<file path="src/rtl/core/gcv_pkg.sv">
// ----------------------------------------------------------------------------
// gcv_pkg
// Shared widths, register indexes, operation codes and types of the GARCH
// conditional variance block.
// ----------------------------------------------------------------------------
package gcv_pkg;

	// Field widths.
	localparam int RES_W  = 32;   // residual, signed Q15.16
	localparam int VAR_W  = 48;   // variance, unsigned Q24.24
	localparam int COEF_W = 32;   // coefficients, unsigned Q2.30
	localparam int SQ_W   = 63;   // squared residual magnitude, Q31.32

	// Model order, clipped to the depth of the history lines.
	localparam int DEPTH      = 3;
	localparam int ARCH_LAGS  = 3;
	localparam int GARCH_LAGS = 3;
	localparam int ARCH_N     = (ARCH_LAGS > DEPTH) ? DEPTH : ARCH_LAGS;
	localparam int GARCH_N    = (GARCH_LAGS > DEPTH) ? DEPTH : GARCH_LAGS;

	// Digit-serial multiplier geometry: wide operand times coefficient,
	// the coefficient consumed one digit per cycle.
	localparam int DIGIT_W = 4;
	localparam int DIGITS  = COEF_W / DIGIT_W;
	localparam int MUL_A_W = SQ_W;
	localparam int PROD_W  = MUL_A_W + COEF_W;

	// Term scaling back to Q24.24.
	localparam int ARCH_SHIFT  = 38;
	localparam int GARCH_SHIFT = 30;

	// Accumulator width: const plus three ARCH terms below 2^56 and three
	// GARCH terms below 2^50 stays below 2^58.
	localparam int SUM_W = 58;

	// Configuration port.
	localparam int CFG_IDX_W  = 3;
	localparam int CFG_DATA_W = 48;

	localparam logic [CFG_IDX_W-1:0] REG_CONST   = 3'd0;
	localparam logic [CFG_IDX_W-1:0] REG_ARCH_1  = 3'd1;
	localparam logic [CFG_IDX_W-1:0] REG_ARCH_2  = 3'd2;
	localparam logic [CFG_IDX_W-1:0] REG_ARCH_3  = 3'd3;
	localparam logic [CFG_IDX_W-1:0] REG_GARCH_1 = 3'd4;
	localparam logic [CFG_IDX_W-1:0] REG_GARCH_2 = 3'd5;
	localparam logic [CFG_IDX_W-1:0] REG_GARCH_3 = 3'd6;

	// Operations run per item on the shared multiplier.
	localparam int OP_W = 3;
	localparam logic [OP_W-1:0] OP_ARCH_1  = 3'd0;
	localparam logic [OP_W-1:0] OP_ARCH_2  = 3'd1;
	localparam logic [OP_W-1:0] OP_ARCH_3  = 3'd2;
	localparam logic [OP_W-1:0] OP_GARCH_1 = 3'd3;
	localparam logic [OP_W-1:0] OP_GARCH_2 = 3'd4;
	localparam logic [OP_W-1:0] OP_GARCH_3 = 3'd5;
	localparam logic [OP_W-1:0] OP_SQUARE  = 3'd6;

	// Configuration register file contents.
	typedef struct packed {
		logic [VAR_W-1:0]             const_term;
		logic [DEPTH-1:0][COEF_W-1:0] arch_coef;
		logic [DEPTH-1:0][COEF_W-1:0] garch_coef;
	} cfg_t;

	// Request to the serial multiplier.
	typedef struct packed {
		logic               start;
		logic [MUL_A_W-1:0] a;
		logic [COEF_W-1:0]  b;
	} mul_req_t;

endpackage

</file>
<file path="src/rtl/core/gcv_cfg_regs.sv">
// ----------------------------------------------------------------------------
// gcv_cfg_regs
// Configuration register file: constant term and the ARCH and GARCH
// coefficients, written through a valid/ready channel.
// ----------------------------------------------------------------------------
module gcv_cfg_regs (
	input  logic                             clk,
	input  logic                             arst_n,
	input  logic                             cfg_valid,
	output logic                             cfg_ready,
	input  logic [gcv_pkg::CFG_IDX_W-1:0]    cfg_index,
	input  logic [gcv_pkg::CFG_DATA_W-1:0]   cfg_data,
	output gcv_pkg::cfg_t                    cfg
);

	gcv_pkg::cfg_t cfg_q;

	// Writes are always taken.
	assign cfg_ready = 1'b1;
	assign cfg       = cfg_q;

	// Register writes; an index beyond the list is dropped.
	always_ff @(posedge clk or negedge arst_n) begin
		if (!arst_n) begin
			cfg_q <= '0;
		end else if (cfg_valid) begin
			case (cfg_index)
				gcv_pkg::REG_CONST: begin
					cfg_q.const_term <= cfg_data[gcv_pkg::VAR_W-1:0];
				end
				gcv_pkg::REG_ARCH_1: begin
					cfg_q.arch_coef[0] <= cfg_data[gcv_pkg::COEF_W-1:0];
				end
				gcv_pkg::REG_ARCH_2: begin
					cfg_q.arch_coef[1] <= cfg_data[gcv_pkg::COEF_W-1:0];
				end
				gcv_pkg::REG_ARCH_3: begin
					cfg_q.arch_coef[2] <= cfg_data[gcv_pkg::COEF_W-1:0];
				end
				gcv_pkg::REG_GARCH_1: begin
					cfg_q.garch_coef[0] <= cfg_data[gcv_pkg::COEF_W-1:0];
				end
				gcv_pkg::REG_GARCH_2: begin
					cfg_q.garch_coef[1] <= cfg_data[gcv_pkg::COEF_W-1:0];
				end
				gcv_pkg::REG_GARCH_3: begin
					cfg_q.garch_coef[2] <= cfg_data[gcv_pkg::COEF_W-1:0];
				end
				default: begin
				end
			endcase
		end
	end

endmodule

</file>
<file path="src/rtl/core/gcv_serial_mult.sv">
// ----------------------------------------------------------------------------
// gcv_serial_mult
// Digit-serial unsigned multiplier. The coefficient operand is shifted out
// one digit per cycle, least significant first; each digit adds one partial
// product into the upper accumulator while the settled low bits shift into
// a separate register.
// ----------------------------------------------------------------------------
module gcv_serial_mult (
	input  logic                           clk,
	input  logic                           arst_n,
	input  gcv_pkg::mul_req_t              req,
	output logic                           done,
	output logic [gcv_pkg::PROD_W-1:0]     product
);

	localparam int CNT_W  = $clog2(gcv_pkg::DIGITS);
	localparam int STEP_W = gcv_pkg::MUL_A_W + gcv_pkg::DIGIT_W;
	localparam logic [CNT_W-1:0] CNT_LAST = CNT_W'(gcv_pkg::DIGITS - 1);

	logic                          busy_q;
	logic                          done_q;
	logic [CNT_W-1:0]              cnt_q;
	logic [gcv_pkg::MUL_A_W-1:0]   a_q;
	logic [gcv_pkg::COEF_W-1:0]    b_q;
	logic [gcv_pkg::MUL_A_W-1:0]   acc_q;
	logic [gcv_pkg::COEF_W-1:0]    lo_q;
	logic [STEP_W-1:0]             step;

	// One partial product per cycle: wide operand times one digit.
	assign step = STEP_W'(acc_q)
		+ STEP_W'(a_q) * STEP_W'(b_q[gcv_pkg::DIGIT_W-1:0]);

	assign product = {acc_q, lo_q};
	assign done    = done_q;

	// Digit counter and completion pulse.
	always_ff @(posedge clk or negedge arst_n) begin
		if (!arst_n) begin
			busy_q <= 1'b0;
			done_q <= 1'b0;
			cnt_q  <= '0;
		end else begin
			done_q <= 1'b0;
			if (req.start) begin
				busy_q <= 1'b1;
				cnt_q  <= '0;
			end else if (busy_q) begin
				cnt_q <= cnt_q + 1'b1;
				if (cnt_q == CNT_LAST) begin
					busy_q <= 1'b0;
					done_q <= 1'b1;
				end
			end
		end
	end

	// Operand and accumulator shift registers.
	always_ff @(posedge clk) begin
		if (req.start) begin
			a_q   <= req.a;
			b_q   <= req.b;
			acc_q <= '0;
			lo_q  <= '0;
		end else if (busy_q) begin
			acc_q <= step[STEP_W-1:gcv_pkg::DIGIT_W];
			lo_q  <= {step[gcv_pkg::DIGIT_W-1:0], lo_q[gcv_pkg::COEF_W-1:gcv_pkg::DIGIT_W]};
			b_q   <= b_q >> gcv_pkg::DIGIT_W;
		end
	end

endmodule

</file>
<file path="src/rtl/core/garch_conditional_variance.sv">
// ----------------------------------------------------------------------------
// garch_conditional_variance
// One residual at a time: the next is taken only once the last result is
// in the output register. Seven products (three ARCH, three GARCH, one
// square of the new residual) run in turn on the shared 4-bit digit-serial
// multiplier. Reset clears configuration, history lines and all handshakes.
// ----------------------------------------------------------------------------
module garch_conditional_variance (
	input  logic                              clk,
	input  logic                              arst_n,
	// Configuration channel.
	input  logic                              cfg_valid,
	output logic                              cfg_ready,
	input  logic [gcv_pkg::CFG_IDX_W-1:0]     cfg_index,
	input  logic [gcv_pkg::CFG_DATA_W-1:0]    cfg_data,
	// Input channel.
	input  logic                              in_valid,
	output logic                              in_ready,
	input  logic signed [gcv_pkg::RES_W-1:0]  residual,
	input  logic                              restart,
	// Output channel.
	output logic                              out_valid,
	input  logic                              out_ready,
	output logic [gcv_pkg::VAR_W-1:0]         variance,
	output logic                              saturated
);

	localparam logic [1:0] ST_IDLE  = 2'd0;
	localparam logic [1:0] ST_ISSUE = 2'd1;
	localparam logic [1:0] ST_WAIT  = 2'd2;
	localparam logic [1:0] ST_FIN   = 2'd3;

	localparam logic [gcv_pkg::OP_W-1:0] OP_ARCH_LAST =
		gcv_pkg::OP_W'(gcv_pkg::ARCH_N - 1);
	localparam logic [gcv_pkg::OP_W-1:0] OP_GARCH_LAST =
		gcv_pkg::OP_W'(gcv_pkg::GARCH_N - 1) + gcv_pkg::OP_GARCH_1;
	localparam logic [gcv_pkg::SUM_W-1:0] VAR_MAX =
		gcv_pkg::SUM_W'({gcv_pkg::VAR_W{1'b1}});

	gcv_pkg::cfg_t                 cfg;
	gcv_pkg::mul_req_t             mul_req;
	logic                          mul_done;
	logic [gcv_pkg::PROD_W-1:0]    product;

	logic [1:0]                    state_q;
	logic [gcv_pkg::OP_W-1:0]      op_q;
	logic [gcv_pkg::OP_W-1:0]      op_next;
	logic [gcv_pkg::RES_W-1:0]     res_q;
	logic [gcv_pkg::RES_W-1:0]     res_mag;
	logic [gcv_pkg::SUM_W-1:0]     sum_q;
	logic [gcv_pkg::SQ_W-1:0]      new_sq_q;
	logic [gcv_pkg::SQ_W-1:0]      sq_hist_q  [gcv_pkg::DEPTH];
	logic [gcv_pkg::VAR_W-1:0]     var_hist_q [gcv_pkg::DEPTH];
	logic [gcv_pkg::SUM_W-1:0]     arch_term;
	logic [gcv_pkg::SUM_W-1:0]     garch_term;
	logic                          sum_over;
	logic [gcv_pkg::VAR_W-1:0]     sum_clip;
	logic                          out_valid_q;
	logic [gcv_pkg::VAR_W-1:0]     variance_q;
	logic                          saturated_q;
	logic                          in_xfer;
	logic                          out_free;
	logic                          finish;

	gcv_cfg_regs u_cfg (
		.clk       (clk),
		.arst_n    (arst_n),
		.cfg_valid (cfg_valid),
		.cfg_ready (cfg_ready),
		.cfg_index (cfg_index),
		.cfg_data  (cfg_data),
		.cfg       (cfg)
	);

	gcv_serial_mult u_mult (
		.clk     (clk),
		.arst_n  (arst_n),
		.req     (mul_req),
		.done    (mul_done),
		.product (product)
	);

	// Handshakes.
	assign in_ready  = (state_q == ST_IDLE);
	assign in_xfer   = in_valid && in_ready;
	assign out_free  = !out_valid_q || out_ready;
	assign finish    = (state_q == ST_FIN) && out_free;
	assign out_valid = out_valid_q;
	assign variance  = variance_q;
	assign saturated = saturated_q;

	// Magnitude of the held residual; the most negative code maps to 2^31.
	assign res_mag = res_q[gcv_pkg::RES_W-1] ? (~res_q + 1'b1) : res_q;

	// Scale the finished product back to Q24.24.
	assign arch_term  = gcv_pkg::SUM_W'(product[gcv_pkg::PROD_W-1:gcv_pkg::ARCH_SHIFT]);
	assign garch_term = gcv_pkg::SUM_W'(product[gcv_pkg::PROD_W-1:gcv_pkg::GARCH_SHIFT]);

	// Saturation of the finished sum.
	assign sum_over = (sum_q > VAR_MAX);
	assign sum_clip = sum_over ? {gcv_pkg::VAR_W{1'b1}} : sum_q[gcv_pkg::VAR_W-1:0];

	// Next operation, skipping lags that are not part of the model.
	always_comb begin
		if (op_q == OP_ARCH_LAST) begin
			op_next = gcv_pkg::OP_GARCH_1;
		end else if (op_q == OP_GARCH_LAST) begin
			op_next = gcv_pkg::OP_SQUARE;
		end else begin
			op_next = op_q + 1'b1;
		end
	end

	// Multiplier operands for the current operation.
	always_comb begin
		mul_req.start = (state_q == ST_ISSUE);
		case (op_q)
			gcv_pkg::OP_ARCH_1: begin
				mul_req.a = sq_hist_q[0];
				mul_req.b = cfg.arch_coef[0];
			end
			gcv_pkg::OP_ARCH_2: begin
				mul_req.a = sq_hist_q[1];
				mul_req.b = cfg.arch_coef[1];
			end
			gcv_pkg::OP_ARCH_3: begin
				mul_req.a = sq_hist_q[2];
				mul_req.b = cfg.arch_coef[2];
			end
			gcv_pkg::OP_GARCH_1: begin
				mul_req.a = gcv_pkg::MUL_A_W'(var_hist_q[0]);
				mul_req.b = cfg.garch_coef[0];
			end
			gcv_pkg::OP_GARCH_2: begin
				mul_req.a = gcv_pkg::MUL_A_W'(var_hist_q[1]);
				mul_req.b = cfg.garch_coef[1];
			end
			gcv_pkg::OP_GARCH_3: begin
				mul_req.a = gcv_pkg::MUL_A_W'(var_hist_q[2]);
				mul_req.b = cfg.garch_coef[2];
			end
			default: begin
				mul_req.a = gcv_pkg::MUL_A_W'(res_mag);
				mul_req.b = res_mag;
			end
		endcase
	end

	// Sequencer: one multiplier operation at a time, then the result.
	always_ff @(posedge clk or negedge arst_n) begin
		if (!arst_n) begin
			state_q <= ST_IDLE;
			op_q    <= gcv_pkg::OP_ARCH_1;
		end else begin
			case (state_q)
				ST_IDLE: begin
					if (in_xfer) begin
						state_q <= ST_ISSUE;
						op_q    <= gcv_pkg::OP_ARCH_1;
					end
				end
				ST_ISSUE: begin
					state_q <= ST_WAIT;
				end
				ST_WAIT: begin
					if (mul_done) begin
						if (op_q == gcv_pkg::OP_SQUARE) begin
							state_q <= ST_FIN;
						end else begin
							state_q <= ST_ISSUE;
							op_q    <= op_next;
						end
					end
				end
				default: begin
					if (out_free) begin
						state_q <= ST_IDLE;
					end
				end
			endcase
		end
	end

	// Residual capture, running sum and square of the new residual.
	always_ff @(posedge clk) begin
		if (in_xfer) begin
			res_q <= residual;
			sum_q <= gcv_pkg::SUM_W'(cfg.const_term);
		end else if ((state_q == ST_WAIT) && mul_done) begin
			if (op_q == gcv_pkg::OP_SQUARE) begin
				new_sq_q <= product[gcv_pkg::SQ_W-1:0];
			end else if (op_q >= gcv_pkg::OP_GARCH_1) begin
				sum_q <= sum_q + garch_term;
			end else begin
				sum_q <= sum_q + arch_term;
			end
		end
	end

	// History lines of squared residuals and variances.
	always_ff @(posedge clk or negedge arst_n) begin
		if (!arst_n) begin
			for (int i = 0; i < gcv_pkg::DEPTH; i++) begin
				sq_hist_q[i]  <= '0;
				var_hist_q[i] <= '0;
			end
		end else if (in_xfer && restart) begin
			for (int i = 0; i < gcv_pkg::DEPTH; i++) begin
				sq_hist_q[i]  <= '0;
				var_hist_q[i] <= '0;
			end
		end else if (finish) begin
			for (int i = gcv_pkg::DEPTH - 1; i > 0; i--) begin
				sq_hist_q[i]  <= sq_hist_q[i-1];
				var_hist_q[i] <= var_hist_q[i-1];
			end
			sq_hist_q[0]  <= new_sq_q;
			var_hist_q[0] <= sum_clip;
		end
	end

	// Output register: holds a result until its transfer.
	always_ff @(posedge clk or negedge arst_n) begin
		if (!arst_n) begin
			out_valid_q <= 1'b0;
		end else if (finish) begin
			out_valid_q <= 1'b1;
		end else if (out_ready) begin
			out_valid_q <= 1'b0;
		end
	end

	always_ff @(posedge clk) begin
		if (finish) begin
			variance_q  <= sum_clip;
			saturated_q <= sum_over;
		end
	end

endmodule

</file>
<file path="config.mk">
export PLATFORM = sky130hd
export DESIGN_NAME = garch_conditional_variance
export DESIGN_NICKNAME = d
export VERILOG_FILES = /design/src/rtl/core/gcv_pkg.sv /design/src/rtl/core/gcv_cfg_regs.sv /design/src/rtl/core/gcv_serial_mult.sv /design/src/rtl/core/garch_conditional_variance.sv
export SDC_FILE = /design/constraint.sdc
export NUM_CORES = 2
export LEC_CHECK = 0
export BUFFER_PORTS_ARGS = -buffer_cell sky130_fd_sc_hd__buf_2
export CAP_MARGIN = 20
export CORE_MARGIN = 2
export CORE_UTILIZATION = 35
export DETAILED_ROUTE_END_ITERATION = 8
export PLACE_DENSITY = 0.61
export SLEW_MARGIN = 20
export SYNTH_ARGS = -nofsm -noshare
export SYNTH_HDL_FRONTEND = slang
export SYNTH_SLANG_ARGS = --single-unit
</file>
<file path="constraint.sdc">
create_clock -name clk -period 7.2 [get_ports clk]
set_input_delay 0.36 -clock clk [delete_from_list [all_inputs] [get_ports clk]]
set_output_delay 0.36 -clock clk [all_outputs]
set_load 0.02 [all_outputs]
</file>
# Yosys cells after proc, flatten, opt, wreduce, memory -nomap -nowiden
# Cells that the tools add are included.
word_totals:
  input_bits: 89
  ff_bits: 976
  output_inout_bits: 52
classes:
  n_eq_ne: 20
  n_lt_le_gt_ge: 2
  bitwise_logic: 3
  multipliers: 1
  n_mux: 34
  n_reduce_logical: 27
  n_addsub: 6
op_table:
  columns: ["op", "n"]
  rows:
  - ["case mux 95 bit (6 select lines)", 1]
  - ["2-to-1 mux 189 bit", 2]
  - ["2-to-1 mux 144 bit", 2]
  - ["2-to-1 mux 48 bit", 4]
  - ["2-to-1 mux 32 bit", 3]
  - ["adder 63 x 67 -> 67 bit", 1]
  - ["multiplier 63 x 4 -> 67 bit", 1]
  - ["adder 58 x 57 -> 58 bit", 1]
  - ["adder 58 bit", 1]
  - ["> comparator 58 x 48 -> 1 bit (second input constant)", 1]
  - ["2-to-1 mux 58 bit", 1]
  - ["adder 32 x 1 -> 32 bit (second input constant)", 1]
  - ["NOT 32 bit", 1]
  - ["== test 3 bit (second input constant)", 7]
  - ["2-to-1 mux 3 bit", 7]
  - ["AND reduction 2 bit", 9]
  - ["== test 3 x 2 -> 1 bit (second input constant)", 4]
  - ["nonzero test 2 bit", 5]
  - ["2-to-1 mux 1 bit", 8]
  - ["2-to-1 mux 2 bit", 4]
  - ["adder 3 x 1 -> 3 bit (second input constant)", 2]
  - ["== test 3 x 1 -> 1 bit (second input constant)", 2]
  - ["zero test 3 bit", 2]
  - ["case mux 2 bit (3 select lines)", 1]
  - ["other kinds (14)", 22]

# Depth between registers and ports, before layout
logic_depth:
  depth_word: 6
  ltp_mapped: 24

# Hierarchy
# Synthesis repeated with hierarchy kept, for this count alone.
hier_totals:
  hier_cells: 4588
  hier_area_um2: 52819.4
modules_own_cells:
  columns: ["module", "seq_area_each_um2", "n_inst", "area_per_inst_um2", "cells_each"]
  rows:
  - ["garch_conditional_variance", 14448.9, 1, 26964.6, 2322]
  - ["gcv_serial_mult", 4879.7, 1, 16848.7, 1750]
  - ["gcv_cfg_regs", 6005.8, 1, 9006.1, 516]

# Least setup slack after synthesis
# OpenSTA, ideal clock, no wires.
synth_timing:
  kind: "register -> register"
  startpoint: "reg op_q[2] (netlist name)"
  endpoint: "reg sum_q[44] (netlist name), data pin"
  setup_time_ns: 0.265
  slack_ns: 1.241
  stages_incl_launch_ff: 23
  period_less_slack_ns: 5.959
  required_time_ns: 6.935
  t_arrival_ns: 5.694
  path_buffers: 5
  path_cell_list: "dfrtp_1 -> clkbuf_1 -> clkbuf_1 -> buf_1 -> buf_1 -> inv_1 -> ha_1 -> a211oi_1 -> clkbuf_1 -> mux2_2 -> ha_1 -> fa_1 -> a21oi_2 -> o21ai_1 -> a221o_1 -> a221oi_4 -> nor4_1 -> or4_4 -> a31oi_4 -> nor2_2 -> nor3_2 -> xor2_1 -> o21ai_1"
synth_between:
  elab_chain_len: 5
synth_rtl:
  columns: ["item", "line", "rtl"]
  rows:
  - ["from (decl)", "garch_conditional_variance.sv:46", "logic [gcv_pkg::OP_W-1:0] op_q;"]
  - ["from (signal assigned)", "garch_conditional_variance.sv:153", "op_q <= gcv_pkg::OP_ARCH_1;"]
  - ["from (signal assigned)", "garch_conditional_variance.sv:159", "op_q <= gcv_pkg::OP_ARCH_1;"]
  - ["from (signal assigned)", "garch_conditional_variance.sv:171", "op_q <= op_next;"]
  - [">= comparator 3 x 2 -> 1 bit", "garch_conditional_variance.sv:192", "end else if (op_q >= gcv_pkg::OP_GARCH_1) begin"]
  - ["2-to-1 mux 58 bit", "garch_conditional_variance.sv:192", null]
  - ["2-to-1 mux 48 bit", "garch_conditional_variance.sv:190", "if (op_q == gcv_pkg::OP_SQUARE) begin"]
  - ["2-to-1 mux 48 bit", "garch_conditional_variance.sv:189", "end else if ((state_q == ST_WAIT) && mul_done) begin"]
  - ["2-to-1 mux 48 bit", "garch_conditional_variance.sv:186", "if (in_xfer) begin"]
  - ["to (signal assigned)", "garch_conditional_variance.sv:188", "sum_q <= gcv_pkg::SUM_W'(cfg.const_term);"]
  - ["to (signal assigned)", "garch_conditional_variance.sv:193", "sum_q <= sum_q + garch_term;"]
  - ["to (signal assigned)", "garch_conditional_variance.sv:195", "sum_q <= sum_q + arch_term;"]
  - ["to (decl)", "garch_conditional_variance.sv:50", "logic [gcv_pkg::SUM_W-1:0] sum_q;"]
# Every way passes these cells. The select of a mux whose other input is x is not followed.
# A chain may end at the register's enable or synchronous reset.

# Worst setup path in the final report
layout_timing:
  startpoint: "reg u_mult.b_q[2] (netlist name)"
  endpoint: "reg u_mult.acc_q[59] (netlist name)"
layout_between:
  elab_chain_len: 2
layout_rtl:
  columns: ["item", "line", "rtl"]
  rows:
  - ["from (decl)", "gcv_serial_mult.sv:24", "logic [gcv_pkg::COEF_W-1:0] b_q;"]
  - ["from (signal assigned)", "gcv_serial_mult.sv:61", "b_q <= req.b;"]
  - ["from (signal assigned)", "gcv_serial_mult.sv:67", "b_q <= b_q >> gcv_pkg::DIGIT_W;"]
  - ["multiplier 63 x 4 -> 67 bit", "gcv_serial_mult.sv:31", "+ STEP_W'(a_q) * STEP_W'(b_q[gcv_pkg::DIGIT_W-1:0]);"]
  - ["adder 63 x 67 -> 67 bit", "gcv_serial_mult.sv:31", null]
  - ["to (signal assigned)", "gcv_serial_mult.sv:65", "acc_q <= step[STEP_W-1:gcv_pkg::DIGIT_W];"]
  - ["to (decl)", "gcv_serial_mult.sv:25", "logic [gcv_pkg::MUL_A_W-1:0] acc_q;"]
# Every way passes these cells.

==> results.md <==
* # resized after CTS at 0
* Max FO, Critical Path at 23
* Vias per cell at 5.63
* Vias in the first global route at 37400
* Dominant synthesized flop cell: dfrtp_1
* Clk sink count at 976
* CTS H-tree depth at 3
* Synthesis Warnings at 0
* Register bit count reported by yosys at 976
* R2R Setup Slk at 1100 ps
* Post-Synth Adder-Cell Area at 0.104
* Initial DRC Count at 3588
* Crit end category: flop
* DP Area at 54800 um^2
* CTS tree: done
* Finished Layout Cells at 6646
* Cell count after synthesis at 4536
* FMAX at 164 MHz
* Most common cell after layout, fill and taps aside: dfrtp_1
* Final WL at 163 mm
* Largest net degree at the start of global routing at 184
* Slowest stage delay, CP at 610 ps
* Crit path time final at 6100 ps
* GP Congestion at 0.941
* Seq/Total Area, Yosys at 0.485
* Final period util at 0.847
* PwrDens at 202 nW/um^2
* Run status: finished, final reports clean
* Most used cell along the critical path: fa_1
* Die Wd at 390 um
* Worst r2r src: u_mult.b_q[2]
* Synth Area in Simple Gates at 0.100
* Peak supply drop at 0.202 mV
* Largest family of logic cells by synthesized area: compound AO/OA/AOI/OAI gates
* Syn avg cell area at 11.5 um^2
* Worst-Margin Slew at 1140 ps
* GRT Overall Usage at 0.212
* Startpoint Class: flop
* Drt first pass iters at 6
* PnR worst setup slack at 1100 ps
* Total power at 12000 uW
* Unrepaired setup endpoints after global routing: no
* Non-Filler Cell Area, Final at 59000 um^2
* Post-DP HPWL at 114 mm
* First-pass GRT wire length at 245 mm
* Most frequent cells in the layout: dfrtp_1 (582), mux2_2 (343), a22o_1 (332)
* Mapped Nets at 4950
* Gr ovfl total at 0
* WP data arrival at 6630 ps
* Beginning of the critical path: u_mult.b_q[2]
* Postcts setup bufs at 0
* Post-Syn Area at 52200 um^2
* Via count at 37400
* Row count at 141
* Layout cell share with drive strength beyond 1 at 0.170
* Fin Setup TNS at 0 ps
* Ys async rst share at 0.598
* Max-Cap Viols at 0
* Hold Crit Class: in2async
* Register clock-pin slew on the reported worst setup and hold paths at 60 ps
* Final Setup Violations at 0
* Critical Path, Cell by Cell: buf_8 -> buf_4 -> and2_1 -> fa_1 -> fa_1 -> inv_1 -> fa_1 -> inv_1 -> ha_1 -> and3_1 -> and2_1 -> or3b_2 -> or3_1 -> o32ai_1 -> a221oi_1 -> nor3_1 -> a211oi_1 -> xor2_1 -> o22ai_1
* Post-synth cell types at 84
* Antenna violations before repair at 21
* Mux share of post-synthesis cell area at 0.0870
* Routed len/inst at 24.6 um
* CP max stage cell: edfxtp_1
* Post-layout nets at 5033
* Worst-Skew Late Latency at 750 ps
* Post-Synth XOR/XNOR Area at 0.0240
* Pre-CTS setup slack at 863 ps
* RR Endpoint: u_mult.acc_q[59]
* CTS Root Buffer Type: clkbuf_16
* CTS max path bufs at 3
* Die ar. at 152000 um^2
* Core ar. at 148000 um^2
* Num CTS Buffers at 100
* Worst r2r path cells at 19
* Starting density of the core at 0.353
* DRT antenna net count at 0
* Buffers added on ports at 139
* Number of flops mapped to enable cells by yosys at 287
* Skew final at 74.5 ps
* CP Capture Point: u_mult.acc_q[59]
* Placed Cells incl. Taps at 6364
* Max Slew Vio Count at 0
* Ports at 141
* Synth Area in Compound Gates at 0.161
* Leak Pwr at 0.0242 uW
* Setup CP Type: reg2reg
* DR DRC count at 0
* Area Overhead vs Synth at 13.1%
* Crit path required time at 7730 ps
* Max_slew headroom at 0.237
* Final number of hold-violating endpoints at 0
* DIE HEIGHT at 390 um
Yosys cell counts, drive strengths merged, types with 55 or more instances:
cell type  count  area share
a21o          71       0.010
a21oi        188       0.018
a22o         332       0.056
a22oi        137       0.020
and2         242       0.029
clkbuf       254       0.018
dfrtp        584        0.28
dfxtp        105       0.040
edfxtp       287        0.17
fa           185       0.071
ha           140       0.034
inv          227       0.016
mux2         343       0.074
mux2i         68       0.013
nand2        262       0.019
nand3         55      0.0053
nor2         233       0.017
o21ai        153       0.015
xnor2         73       0.012
xor2          70       0.012
layer usage:
| layer | up-vias | GRT usage | share of wire |
|---|---|---|---|
| met5 | - | 0 | 0.00048 |
| met4 | 10 | 0.0756 | 0.036 |
| met3 | 258 | 0.0400 | 0.071 |
| met2 | 1343 | 0.333 | 0.46 |
| met1 | 19200 | 0.293 | 0.44 |
| li1 | 16600 | - | - |
through the flow:
| stage | util | hold WS, ps |
|---|---|---|
| global placement | 0.371 | 415 |
| floorplan | - | 64.4 |
| finish | 0.399 | 205 |
| detailed placement | 0.371 | 419 |
| CTS | 0.399 | 152 |
| global route | 0.399 | 180 |
critical path, delay by kind of cell (launching register included):
kind	cells	cell delay, ps
buf+inv	4	600
fa+ha+maj	4	1890
simple gates	6	1830
flops	1	610
compound gates	4	770
xor+xnor	1	160
logic make-up after synthesis:
group / count (synthesis)
adders and majority gates: 325
and+or+nand+nor: 1025
AOI/OAI and AO/OA: 1135
other: 1
DFF: 976
muxes: 411
xor gates and xnor gates: 143
buffers and inverters: 520
final cells by class:
type | instances | area [um^2]
Sequential cell | 976 | 25300
Antenna cell | 10 | 25.0
Inverter | 227 | 865
Tap cell | 1930 | 2410
Multi-Input combinational cell | 3040 | 25000
Fill cell | 14100 | 88800
Timing Repair Buffer | 274 | 2010
Clock inverter | 48 | 485
Clock buffer | 141 | 2880
worst min-delay path by stage:
stage,cells past startpoint,to
after floorplan,0,op_q[0]
after CTS,3,u_cfg.cfg[1]
after global routing,3,u_cfg.cfg[0]
after detailed placement,0,new_sq_q[3]
final,2,var_hist_q[64]
after global placement,0,new_sq_q[2]
sequential cells by signal, indices dropped and copies added, names as in the netlist, 3 cells and up:
register and flops:
new_sq_q 63, op_q 3, res_q 32, sq_hist_q 189, sum_q 58, u_cfg.cfg 240, u_mult.a_q 63, u_mult.acc_q 63
u_mult.b_q 32, u_mult.cnt_q 3, u_mult.lo_q 32, var_hist_q 144, variance 48
what timing repair did:
item	CTS	global route
hold endpoints to repair	347	0
setup endpoints to repair	0	0
hold buffers	82	0
report_power, final:
part / switching, uW / leakage, uW / internal [uW]
combinational: 205 / 0.0118 / 314
sequential: 160 / 0.0108 / 5970
clock: 2360 / 0.00165 / 2940
total: 2730 / 0.0242 / 9230
Power figures use the tool's default switching activity.
